File: config.mk
export PLATFORM = sky130hd
export DESIGN_NAME = led_indicator_priority_controller
export DESIGN_NICKNAME = d
export VERILOG_FILES = /design/src/rtl/lipc_pkg.sv /design/src/rtl/lipc_core.sv /design/src/rtl/led_indicator_priority_controller.sv
export SDC_FILE = /design/constraint.sdc
export NUM_CORES = 1
export LEC_CHECK = 0
export BUFFER_PORTS_ARGS = -buffer_cell sky130_fd_sc_hd__clkbuf_2
export CAP_MARGIN = 40
export CORE_UTILIZATION = 53
export DETAILED_ROUTE_END_ITERATION = 8
export PLACE_DENSITY_LB_ADDON = 0.1
export SLEW_MARGIN = 5
export SYNTH_ARGS = -nofsm -noshare
export SYNTH_HDL_FRONTEND = slang
export SYNTH_SLANG_ARGS = --single-unit
File: constraint.sdc
create_clock -name i_clk -period 2.75 [get_ports i_clk]
set_clock_uncertainty 0.05 [all_clocks]
set_input_delay 0.1375 -clock i_clk [delete_from_list [all_inputs] [get_ports i_clk]]
set_output_delay 0.1375 -clock i_clk [all_outputs]
set_load 0.03 [all_outputs]
File: src/rtl/lipc_pkg.sv
`timescale 1ns / 1ps

package lipc_pkg;

    localparam int unsigned PHASE_W   = 9;
    localparam int unsigned RESTORE_W = 13;
    localparam int unsigned BLINKS_W  = 3;

    typedef enum logic [2:0] {
        CMD_TICK     = 3'd0,
        CMD_SET_BASE = 3'd1,
        CMD_PRESS    = 3'd2,
        CMD_CLICK    = 3'd3,
        CMD_NET_UP   = 3'd4,
        CMD_NET_DOWN = 3'd5,
        CMD_COMMISSN = 3'd6,
        CMD_UNUSED   = 3'd7
    } t_cmd;

    typedef enum logic [1:0] {
        LVL_BASE       = 2'd0,
        LVL_BUTTON     = 2'd1,
        LVL_COMMISSION = 2'd2,
        LVL_NETWORK    = 2'd3
    } t_level;

    localparam logic [PHASE_W-1:0]   PRESS_ON_MS    = 9'd50;
    localparam logic [PHASE_W-1:0]   PRESS_OFF_MS   = 9'd50;
    localparam logic [PHASE_W-1:0]   CLICK_ON_MS    = 9'd60;
    localparam logic [PHASE_W-1:0]   CLICK_OFF_MS   = 9'd70;
    localparam logic [PHASE_W-1:0]   SLOW_ON_MS     = 9'd500;
    localparam logic [PHASE_W-1:0]   SLOW_OFF_MS    = 9'd500;
    localparam logic [BLINKS_W-1:0]  PRESS_TIMES    = 3'd1;
    localparam logic [BLINKS_W-1:0]  COMMISSN_TIMES = 3'd7;
    localparam logic [7:0]           CLICK_TWO      = 8'd2;
    localparam logic [7:0]           CLICK_THREE    = 8'd3;

    // restore spans: count * (on + off)
    localparam logic [RESTORE_W-1:0] PRESS_RESTORE_MS    = 13'd100;
    localparam logic [RESTORE_W-1:0] CLICK2_RESTORE_MS   = 13'd260;
    localparam logic [RESTORE_W-1:0] CLICK3_RESTORE_MS   = 13'd390;
    localparam logic [RESTORE_W-1:0] COMMISSN_RESTORE_MS = 13'd7000;

    typedef struct packed {
        logic [2:0] command;
        logic       base_level;
        logic [7:0] click_count;
    } t_item;

    typedef struct packed {
        logic       led_lit;
        logic [1:0] level;
    } t_result;

endpackage

File: src/rtl/lipc_core.sv
`timescale 1ns / 1ps

module lipc_core (
    input  logic             i_clk,
    input  logic             i_rst_n,
    input  logic             i_step,
    input  lipc_pkg::t_item  i_item,
    output lipc_pkg::t_result o_result
);

    logic [1:0]                        r_prio, n_prio;
    logic                              r_base_on, n_base_on;
    logic [lipc_pkg::RESTORE_W-1:0]    r_restore_left, n_restore_left;
    logic                              r_restore_armed, n_restore_armed;
    logic                              r_blink_active, n_blink_active;
    logic                              r_blink_forever, n_blink_forever;
    logic                              r_phase_on, n_phase_on;
    logic [lipc_pkg::PHASE_W-1:0]      r_phase_left, n_phase_left;
    logic [lipc_pkg::BLINKS_W-1:0]     r_blinks_left, n_blinks_left;
    logic [lipc_pkg::PHASE_W-1:0]      r_on_len, n_on_len;
    logic [lipc_pkg::PHASE_W-1:0]      r_off_len, n_off_len;
    logic                              r_led, n_led;

    always_ff @(posedge i_clk) begin
        if (!i_rst_n) begin
            r_prio          <= lipc_pkg::LVL_BASE;
            r_base_on       <= 1'b0;
            r_restore_left  <= '0;
            r_restore_armed <= 1'b0;
            r_blink_active  <= 1'b0;
            r_blink_forever <= 1'b0;
            r_phase_on      <= 1'b0;
            r_phase_left    <= '0;
            r_blinks_left   <= '0;
            r_on_len        <= '0;
            r_off_len       <= '0;
            r_led           <= 1'b0;
        end else if (i_step) begin
            r_prio          <= n_prio;
            r_base_on       <= n_base_on;
            r_restore_left  <= n_restore_left;
            r_restore_armed <= n_restore_armed;
            r_blink_active  <= n_blink_active;
            r_blink_forever <= n_blink_forever;
            r_phase_on      <= n_phase_on;
            r_phase_left    <= n_phase_left;
            r_blinks_left   <= n_blinks_left;
            r_on_len        <= n_on_len;
            r_off_len       <= n_off_len;
            r_led           <= n_led;
        end
    end

    always_comb begin
        logic                           v_start;
        logic                           v_finite;
        logic [lipc_pkg::PHASE_W-1:0]   v_on;
        logic [lipc_pkg::PHASE_W-1:0]   v_off;
        logic [lipc_pkg::BLINKS_W-1:0]  v_times;
        logic [lipc_pkg::RESTORE_W-1:0] v_restore;
        logic [1:0]                     v_new_prio;
        logic                           v_done;

        n_prio          = r_prio;
        n_base_on       = r_base_on;
        n_restore_left  = r_restore_left;
        n_restore_armed = r_restore_armed;
        n_blink_active  = r_blink_active;
        n_blink_forever = r_blink_forever;
        n_phase_on      = r_phase_on;
        n_phase_left    = r_phase_left;
        n_blinks_left   = r_blinks_left;
        n_on_len        = r_on_len;
        n_off_len       = r_off_len;
        n_led           = r_led;

        v_start    = 1'b0;
        v_finite   = 1'b0;
        v_on       = lipc_pkg::PRESS_ON_MS;
        v_off      = lipc_pkg::PRESS_OFF_MS;
        v_times    = lipc_pkg::PRESS_TIMES;
        v_restore  = lipc_pkg::PRESS_RESTORE_MS;
        v_new_prio = lipc_pkg::LVL_BUTTON;
        v_done     = 1'b0;

        case (i_item.command)
            lipc_pkg::CMD_TICK: begin
                // blink generator first, restore timer second
                if (r_blink_active) begin
                    if (r_phase_left > lipc_pkg::PHASE_W'(1)) begin
                        n_phase_left = r_phase_left - lipc_pkg::PHASE_W'(1);
                    end else if (r_phase_on) begin
                        n_phase_on   = 1'b0;
                        n_phase_left = r_off_len;
                        n_led        = 1'b0;
                    end else begin
                        if (!r_blink_forever) begin
                            if (r_blinks_left > lipc_pkg::BLINKS_W'(1)) begin
                                n_blinks_left = r_blinks_left - lipc_pkg::BLINKS_W'(1);
                            end else begin
                                n_blinks_left  = '0;
                                n_blink_active = 1'b0;
                                n_led          = 1'b0;
                                v_done         = 1'b1;
                            end
                        end
                        if (!v_done) begin
                            n_phase_on   = 1'b1;
                            n_phase_left = r_on_len;
                            n_led        = 1'b1;
                        end
                    end
                end
                if (r_restore_armed) begin
                    if (r_restore_left > lipc_pkg::RESTORE_W'(1)) begin
                        n_restore_left = r_restore_left - lipc_pkg::RESTORE_W'(1);
                    end else begin
                        n_restore_left  = '0;
                        n_restore_armed = 1'b0;
                        if (r_prio inside {lipc_pkg::LVL_BUTTON, lipc_pkg::LVL_COMMISSION}) begin
                            n_prio          = lipc_pkg::LVL_BASE;
                            n_blink_active  = 1'b0;
                            n_blink_forever = 1'b0;
                            n_led           = r_base_on;
                        end
                    end
                end
            end
            lipc_pkg::CMD_SET_BASE: begin
                n_base_on = i_item.base_level;
                if (r_prio == lipc_pkg::LVL_BASE) begin
                    n_blink_active  = 1'b0;
                    n_blink_forever = 1'b0;
                    n_led           = i_item.base_level;
                end
            end
            lipc_pkg::CMD_PRESS: begin
                if (r_prio == lipc_pkg::LVL_BASE) begin
                    v_start  = 1'b1;
                    v_finite = 1'b1;
                end
            end
            lipc_pkg::CMD_CLICK: begin
                v_on  = lipc_pkg::CLICK_ON_MS;
                v_off = lipc_pkg::CLICK_OFF_MS;
                if (i_item.click_count == lipc_pkg::CLICK_TWO) begin
                    v_times   = 3'd2;
                    v_restore = lipc_pkg::CLICK2_RESTORE_MS;
                end else begin
                    v_times   = 3'd3;
                    v_restore = lipc_pkg::CLICK3_RESTORE_MS;
                end
                if (r_prio == lipc_pkg::LVL_BASE &&
                    (i_item.click_count == lipc_pkg::CLICK_TWO ||
                     i_item.click_count == lipc_pkg::CLICK_THREE)) begin
                    v_start  = 1'b1;
                    v_finite = 1'b1;
                end
            end
            lipc_pkg::CMD_NET_UP: begin
                if (r_prio == lipc_pkg::LVL_NETWORK) begin
                    n_restore_armed = 1'b0;
                    n_restore_left  = '0;
                    n_prio          = lipc_pkg::LVL_BASE;
                    n_blink_active  = 1'b0;
                    n_blink_forever = 1'b0;
                    n_led           = r_base_on;
                end
            end
            lipc_pkg::CMD_NET_DOWN: begin
                v_on       = lipc_pkg::SLOW_ON_MS;
                v_off      = lipc_pkg::SLOW_OFF_MS;
                v_times    = '0;
                v_new_prio = lipc_pkg::LVL_NETWORK;
                if (r_prio != lipc_pkg::LVL_NETWORK) begin
                    n_restore_armed = 1'b0;
                    n_restore_left  = '0;
                    v_start         = 1'b1;
                end
            end
            lipc_pkg::CMD_COMMISSN: begin
                v_on       = lipc_pkg::SLOW_ON_MS;
                v_off      = lipc_pkg::SLOW_OFF_MS;
                v_times    = lipc_pkg::COMMISSN_TIMES;
                v_restore  = lipc_pkg::COMMISSN_RESTORE_MS;
                v_new_prio = lipc_pkg::LVL_COMMISSION;
                if (r_prio == lipc_pkg::LVL_BASE || r_prio == lipc_pkg::LVL_BUTTON) begin
                    v_start  = 1'b1;
                    v_finite = 1'b1;
                end
            end
            default: begin
            end
        endcase

        // every accepted blink request starts in its on phase
        if (v_start) begin
            n_prio          = v_new_prio;
            n_on_len        = v_on;
            n_off_len       = v_off;
            n_blinks_left   = v_times;
            n_blink_forever = !v_finite;
            n_blink_active  = 1'b1;
            n_phase_on      = 1'b1;
            n_phase_left    = v_on;
            n_led           = 1'b1;
            if (v_finite) begin
                n_restore_left  = v_restore;
                n_restore_armed = 1'b1;
            end
        end
    end

    assign o_result.led_lit = n_led;
    assign o_result.level   = n_prio;

endmodule

File: src/rtl/led_indicator_priority_controller.sv
`timescale 1ns / 1ps

// Status LED controller with base, button, commissioning and network levels.
// Input channel: i_in_valid / o_in_stall carry one item (command, base level,
// click count). Command 0 is the 1 ms tick; the others are events.
// Output channel: o_out_valid / i_out_stall carry one result per item: the
// LED level and the priority level after that item.
// An item is taken into an input register; whenever the output register is
// empty or not stalled, the state update logic (a few compares and counter
// decrements) runs once and the result is loaded into the output register,
// raising o_out_valid; one item per cycle is sustained while not stalled.
// When the receiver stalls, the result stays in the output register and the
// input register may still take one more item; o_in_stall rises only while
// both registers are full and i_out_stall is high.
// Synchronous active-low reset empties both registers, clears the core's LED
// state, sets base priority and stops all blink and restore timers.

module led_indicator_priority_controller (
    input  logic       i_clk,
    input  logic       i_rst_n,
    input  logic       i_in_valid,
    output logic       o_in_stall,
    input  logic [2:0] i_command,
    input  logic       i_base_level,
    input  logic [7:0] i_click_count,
    output logic       o_out_valid,
    input  logic       i_out_stall,
    output logic       o_led_lit,
    output logic [1:0] o_level
);

    logic              r_in_valid;
    lipc_pkg::t_item   r_item;
    logic              r_out_valid;
    lipc_pkg::t_result r_result;
    lipc_pkg::t_result w_result;
    logic              w_advance;
    logic              w_take;

    assign w_advance  = r_in_valid && (!r_out_valid || !i_out_stall);
    assign o_in_stall = r_in_valid && r_out_valid && i_out_stall;
    assign w_take     = i_in_valid && !o_in_stall;

    always_ff @(posedge i_clk) begin
        if (!i_rst_n) begin
            r_in_valid <= 1'b0;
        end else if (w_take) begin
            r_in_valid <= 1'b1;
        end else if (w_advance) begin
            r_in_valid <= 1'b0;
        end
    end

    always_ff @(posedge i_clk) begin
        if (w_take) begin
            r_item.command     <= i_command;
            r_item.base_level  <= i_base_level;
            r_item.click_count <= i_click_count;
        end
    end

    lipc_core u_core (
        .i_clk    (i_clk),
        .i_rst_n  (i_rst_n),
        .i_step   (w_advance),
        .i_item   (r_item),
        .o_result (w_result)
    );

    always_ff @(posedge i_clk) begin
        if (!i_rst_n) begin
            r_out_valid <= 1'b0;
        end else if (w_advance) begin
            r_out_valid <= 1'b1;
        end else if (!i_out_stall) begin
            r_out_valid <= 1'b0;
        end
    end

    always_ff @(posedge i_clk) begin
        if (w_advance) begin
            r_result <= w_result;
        end
    end

    assign o_out_valid = r_out_valid;
    assign o_led_lit   = r_result.led_lit;
    assign o_level     = r_result.level;

endmodule

==> qor.yml, run 1 <==
status: "finished clean"
rsz0062_at_grt: "no"
cts_setup_buffers: 0
fin_crit_ps: 2493
port_buffers: 20
critPathLaunchType: "flop"
firstDrtPassIters: 5
cp_data_arrival_time_ps: 2630
cp.depth: 7
clock_path_buffers: 2
ys_types: 77
placed_cells: 498
grt_start_max_net_pins: 23
grt_first_pass_wirelength_um: 15680
worst_slack_ps: 256.9
postRouteAntennaNets: 0
dieArea_um2: 7009
io_pins: 21
cts.clk_slew.worst_paths_ps: 70
ff2ff_path_depth: 7
min_path_type: "in -> reg"
grt.met2_usage_pct: 42.50
required_ps: 2890
synth.area.top_cells: "dfxtp_1 (24%), edfxtp_1 (13%), ha_1 (3.9%), a21oi_1 (3.7%), nand2_1 (3.3%)"
area_growth_pct: 13.75
cap_violations: 0
antenna_found_initial: 0
ir_drop_mv: 0.5444
slew_viol_final: 0
yosysMostFrequentCell: "dfxtp_1"
worst_slew_pin_slew_ps: 687.8
async_reset_ff_share_pct: 0
powerDensity_nw_per_um2: 524.2
synth_area_um2: 3540
setup_viol: 0
wl_per_cell_um: 17.95
cts_sinks: 57
p_leak_nw: 1.459
drive_above_1_share_pct: 14.44
grt.busiest_layer: "met2"
wl_um: 9458
reg2reg_to: "u_core.r_phase_left[6]"
worst-setup-path-type: "reg -> reg"
synth_ff_type: "dfxtp_1"
crit_buf_inv: 1
place_ws_ps: 313.5
yosysSeqAreaShare_pct: 36.48
die_h_um: 83.72
root_buffer: "clkbuf_8"
grtUsageMet1_pct: 40.08
grt_pass1_vias: 3148
cp-end-kind: "flop"
slowest_delay_ps: 500
cts_max_level: 3
fmax_mhz: 401.1
crit_start: "u_core.r_prio[1]"
dieWidth_um: 83.72
grt_overflow: 0
rr_startpoint: "u_core.r_prio[1]"
instances_no_fill: 527
endpoint: "u_core.r_phase_left[6]"
tns_ps: 0
start_util_pct: 55.43
slew_headroom_pct: 53.84
reg2reg_slack_ps: 260
crit_path_cell_trace: "inv_1 > ha_1 > nand3b_1 > or3_1 > a21oi_2 > or2_0 > a311oi_1"
cp_top_family: "simple AND/OR/NAND/NOR gates"
drc_errors: 0
critPathMaxFanout: 6
ys_warn_count: 0
ctsResizeCount: 0
synth-seq-cells: 57
hold_viol_final: 0
insertion_delay_ps: 350
nNetsFinal: 472
cts_tree: "done"
synth_top_area_share_pct: 23.75
synth_nets: 439
gp_congestion: 0.9758
via_per_inst: 6.408
syn_avg_cell_area_um2: 8.591
syn_inst: 412
synth_edf_count: 15
critPathSlowestCell: "or3_1"
drt_iter0_markers: 435
fin_crit_sh_pct: 90.66
grt_use_met3_pct: 5.935
yosysTopAreaCell: "dfxtp_1"
cts_buffers: 9
vias: 3377
netlist_top_cells_count: "dfxtp_1 (42), nand2_1 (31), nor2_1 (28)"
rows: 29
grtUsageTotal_pct: 28.19
n_antenna_cell: 0
holdBufCountCts: 13
post-dp-hpwl_um: 6558
core_um2: 6386
report_power, final:
group / internal (mW) / switching, mW
combinational: 0.148 / 0.227
sequential: 0.900 / 0.0407
clock: 0.421 / 0.375
total: 1.47 / 0.642
metal layers:
metal | up-vias | share of wire (%)
li1 | 1647 | -
met2 | 125 | 45
met1 | 1592 | 48
met5 | - | 0
met4 | 0 | 1.5
met3 | 13 | 5.4
through the flow:
stage | hold WS (ps) | utilization, % | total power, mW | area, um2
final | 11.30 | 63.05 | 2.110 | 4026
after global routing | 32.67 | 63.05 | 2.189 | 4026
after CTS | 13.52 | 63.05 | 2.107 | 4026
after detailed placement | 266.1 | 57.95 | 1.309 | 3701
after global placement | 263.9 | 57.84 | 1.306 | 3694
after floorplan | 186.4 | - | 1.211 | 3540
how the worst min path moves through the flow:
stage / startpoint / end / slack, ps / cells past startpoint
4_1_cts: i_out_stall / o_out_valid / 10 / 3
3_5_place_dp: i_click_count[6] / r_item[6] / 270 / 1
2_1_floorplan: i_click_count[0] / r_item[0] / 190 / 0
3_3_place_gp: i_click_count[6] / r_item[6] / 260 / 1
5_1_grt: i_out_stall / o_out_valid / 30 / 3
6_report: i_out_stall / o_out_valid / 10 / 3
logic make-up (layout without fill, tap and decap cells):
group / count (synthesis) / count (layout) / synth area share [%]
AO/OA/AOI/OAI: 131 / 131 / 25.98
XOR/XNOR: 6 / 6 / 1.485
adder cells (fa/ha/maj): 11 / 11 / 3.888
buffers and inverters: 41 / 79 / 5.338
flip-flops: 57 / 57 / 36.48
multiplexers: 8 / 8 / 2.262
AND/OR/NAND/NOR: 158 / 158 / 24.57
layout make-up:
type | count | area [um2]
Fill cell | 539 | 2360
Multi-Input combinational cell | 314 | 2059
Sequential cell | 57 | 1291
Timing Repair Buffer | 44 | 312.8
Clock buffer | 10 | 127.6
Tap cell | 77 | 96.34
Inverter | 19 | 71.32
Clock inverter | 6 | 67.56
state kept, by name, indices dropped and copies added (netlist names):
| register | count |
|---|---|
| u_core.r_blink_forever | 1 |
| u_core.r_off_len | 4 |
| u_core.r_led | 1 |
| u_core.r_prio | 2 |
| r_item | 12 |
| o_out_valid | 1 |
| u_core.r_restore_left | 13 |
| o_led_lit | 1 |
| r_in_valid | 1 |
| u_core.r_phase_left | 9 |
| o_level | 2 |
| u_core.r_base_on | 1 |
| u_core.r_restore_armed | 1 |
| u_core.r_blinks_left | 3 |
| u_core.r_blink_active | 1 |
| u_core.r_on_len | 3 |
| u_core.r_phase_on | 1 |
worst register-to-register path, delay by kind of cell (launching register included):
kind | cells | cell delay, ps
adder cells (fa/ha/maj) | 1 | 260
AO/OA/AOI/OAI | 2 | 470
flip-flops | 1 | 350
buffers and inverters | 1 | 140
AND/OR/NAND/NOR | 3 | 1070
cell usage in the layout (no fill, tap or decap), types with 3 or more instances in the layout:
cell	Yosys	routed
o21ai_1	3	3
a31oi_1	8	8
o221ai_1	3	3
and3_1	4	4
nand2b_1	4	4
dlygate4sd3_1	0	13
nor4_1	8	8
nand3_1	19	19
inv_1	17	17
or3_1	7	7
nor3b_1	6	6
clkbuf_2	1	20
dfxtp_1	42	42
nor4b_1	3	3
a211oi_1	6	6
or4_4	3	3
o21bai_1	3	3
mux2i_1	8	8
nor2_1	28	28
buf_4	1	11
o31ai_1	4	4
xnor2_1	4	4
nand2_1	31	31
nor2b_1	3	3
o32ai_1	3	3
o311ai_0	3	3
o21ai_0	23	23
nor3_1	20	20
edfxtp_1	15	15
o211ai_1	4	4
clkbuf_8	2	9
ha_1	11	11
a21oi_1	26	26
a2bb2oi_1	4	4
nand4_1	5	5
o22ai_1	5	5
a311oi_1	8	8
No activity file was read; power rests on OpenSTA's default activity.
==> run 2: changes to the inputs <==
- BUFFER_PORTS_ARGS: -buffer_cell sky130_fd_sc_hd__clkbuf_2 -> -buffer_cell sky130_fd_sc_hd__buf_2
==> run 2 against run 1 <==
Effect of this change:
- utilization fell by 0.25 points
- count of clock-buffer cells in the layout increased by 1
- worst hold slack improved by 2.3 ps
- clock power decreased by 13%
- via count is 1.5% higher
- final area fell by 0.40%
- total power down 4.6%
- register-to-register slack about the same
- die area did not move
- largest cell class unchanged
==> qor.yml, run 2 (synthesis gave the netlist of run 1 again) <==
cp-end-kind: "flop"
die_h_um: 83.72
cts_sinks: 57
setup_viol: 0
placed_area_um2: 3709
area_growth_pct: 13.29
seq_area_um2: 1291
powerDensity_nw_per_um2: 501.8
post-dp-hpwl_um: 6620
p_leak_nw: 1.459
root_buffer: "clkbuf_8"
vias: 3427
nFillCells: 578
start_util_pct: 55.43
grt_pass1_vias: 3138
fin_crit_ps: 2486
fin_crit_sh_pct: 90.42
postRouteAntennaNets: 0
tns_ps: 0
cts.clk_slew.worst_paths_ps: 70
status: "finished clean"
switching_power_mw: 0.6145
drc_errors: 0
rsz0062_at_grt: "no"
hp-start: "i_out_stall"
firstDrtPassIters: 5
rr_startpoint: "u_core.r_prio[1]"
gp_congestion: 0.9319
ir_drop_mv: 0.3814
multi_input_area_um2: 2059
n_antenna_cell: 0
final_common_cell: "dfxtp_1"
dieWidth_um: 83.72
required_ps: 2870
port_buffers: 20
final_cell_mix: "dfxtp_1 (42), nand2_1 (31), nor2_1 (28)"
largestRegisters: "u_core.r_restore_left: 13 flops, r_item: 12 flops, u_core.r_phase_left: 9 flops"
top_register: "u_core.r_restore_left"
cts_tree: "done"
wl_per_cell_um: 18.13
largest_reg_flops: 13
cap_violations: 0
clock_path_buffers: 2
via_per_inst: 6.491
drive_above_1_share_pct: 14.63
slew_headroom_pct: 53.84
io_pins: 21
grt_first_pass_wirelength_um: 15980
fmax_mhz: 402.2
min_path_type: "in -> reg"
insertion_delay_ps: 340
worst_slew_pin_slew_ps: 687.7
grt_start_max_net_pins: 28
grtUsageTotal_pct: 28.60
nNetsFinal: 473
rows: 29
drt_iter0_markers: 291
holdPathEnd: "o_out_valid"
critPathLaunchType: "flop"
wl_um: 9570
reg2reg_slack_ps: 260
stdcell_area_um2: 4010
slew_viol_final: 0
pwr-share-comb_pct: 18.6
grt_overflow: 0
critPathMaxFanout: 6
antenna_found_initial: 0
p_seq_share_pct: 46.8
power_mw: 2.012
intPower_mw: 1.398
cp_data_arrival_time_ps: 2610
core_um2: 6386
cts_buffers: 9
clkPwrFrac_pct: 34.5
final_util_pct: 62.79
ff2ff_path_depth: 7
hold_depth: 3
reg2reg_to: "u_core.r_phase_left[8]"
switching_share_pct: 30.54
worst-setup-path-type: "reg -> reg"
cts_max_level: 3
dieArea_um2: 7009
hold_viol_final: 0
## run 2: metrics by stage
step	std cells	hold slack, ps	setup WS [ps]
2_1_floorplan	412	186.4	496.1
3_3_place_gp	498	263.8	407.7
3_5_place_dp	499	265.6	317.3
4_1_cts	528	11.34	321.5
5_1_grt	528	18.10	86.22
6_report	528	13.56	263.6
## run 2: critical path: stages, from the launching register on
cell	delay (ps)
dfxtp_1	350
inv_1	150
ha_1	280
nand3b_1	180
or3_1	510
a21oi_2	290
or2_0	350
a311oi_1	160
## run 2: repair_timing
item,CTS,global route
gates resized for setup,0,0
hold buffers,13,0
buffers inserted,0,0
hold endpoints to repair,13,0
endpoints found under the setup margin,0,0
## run 2: layout make-up
type	instances	share of cell area [%]
inverters	19	1.778
flip-flops and latches	57	32.20
clock inverters	5	0.7488
clock buffers	11	3.526
repair buffers	45	7.988
well taps	77	2.402
multi-input cells	314	51.36
## run 2: power groups by stage
| stage | clock (mW) | sequential, mW | combinational [mW] |
|---|---|---|---|
| after global placement | 0 | 0.958 | 0.350 |
| after floorplan | 0 | 0.950 | 0.261 |
| after detailed placement | 0 | 0.959 | 0.350 |
| final | 0.695 | 0.943 | 0.375 |
| after global routing | 0.744 | 0.949 | 0.409 |
| after CTS | 0.697 | 0.941 | 0.367 |
## run 2: how the worst max path moves through the flow
stage	start	end	slack [ps]	depth (start not counted)
floorplan	r_item[5]	u_core.r_restore_left[8]	500	6
global placement	u_core.r_prio[1]	u_core.r_restore_left[7]	410	7
detailed placement	u_core.r_prio[1]	u_core.r_phase_left[7]	320	7
CTS	u_core.r_prio[1]	u_core.r_phase_left[7]	320	7
global route	u_core.r_prio[1]	u_core.r_phase_left[7]	90	7
finish	u_core.r_prio[1]	u_core.r_phase_left[8]	260	7
## run 2: routing by layer
metal  up-vias  wire [um]  global-route usage (%)  part of all wire (%)
li1       1645          -                       -                     -
met1      1627       4539                   41.22                    47
met2       140       4327                   42.87                    45
met3        15        556                   6.034                   5.8
met4         0        146                   8.937                   1.5
met5         -          0                       0                     0
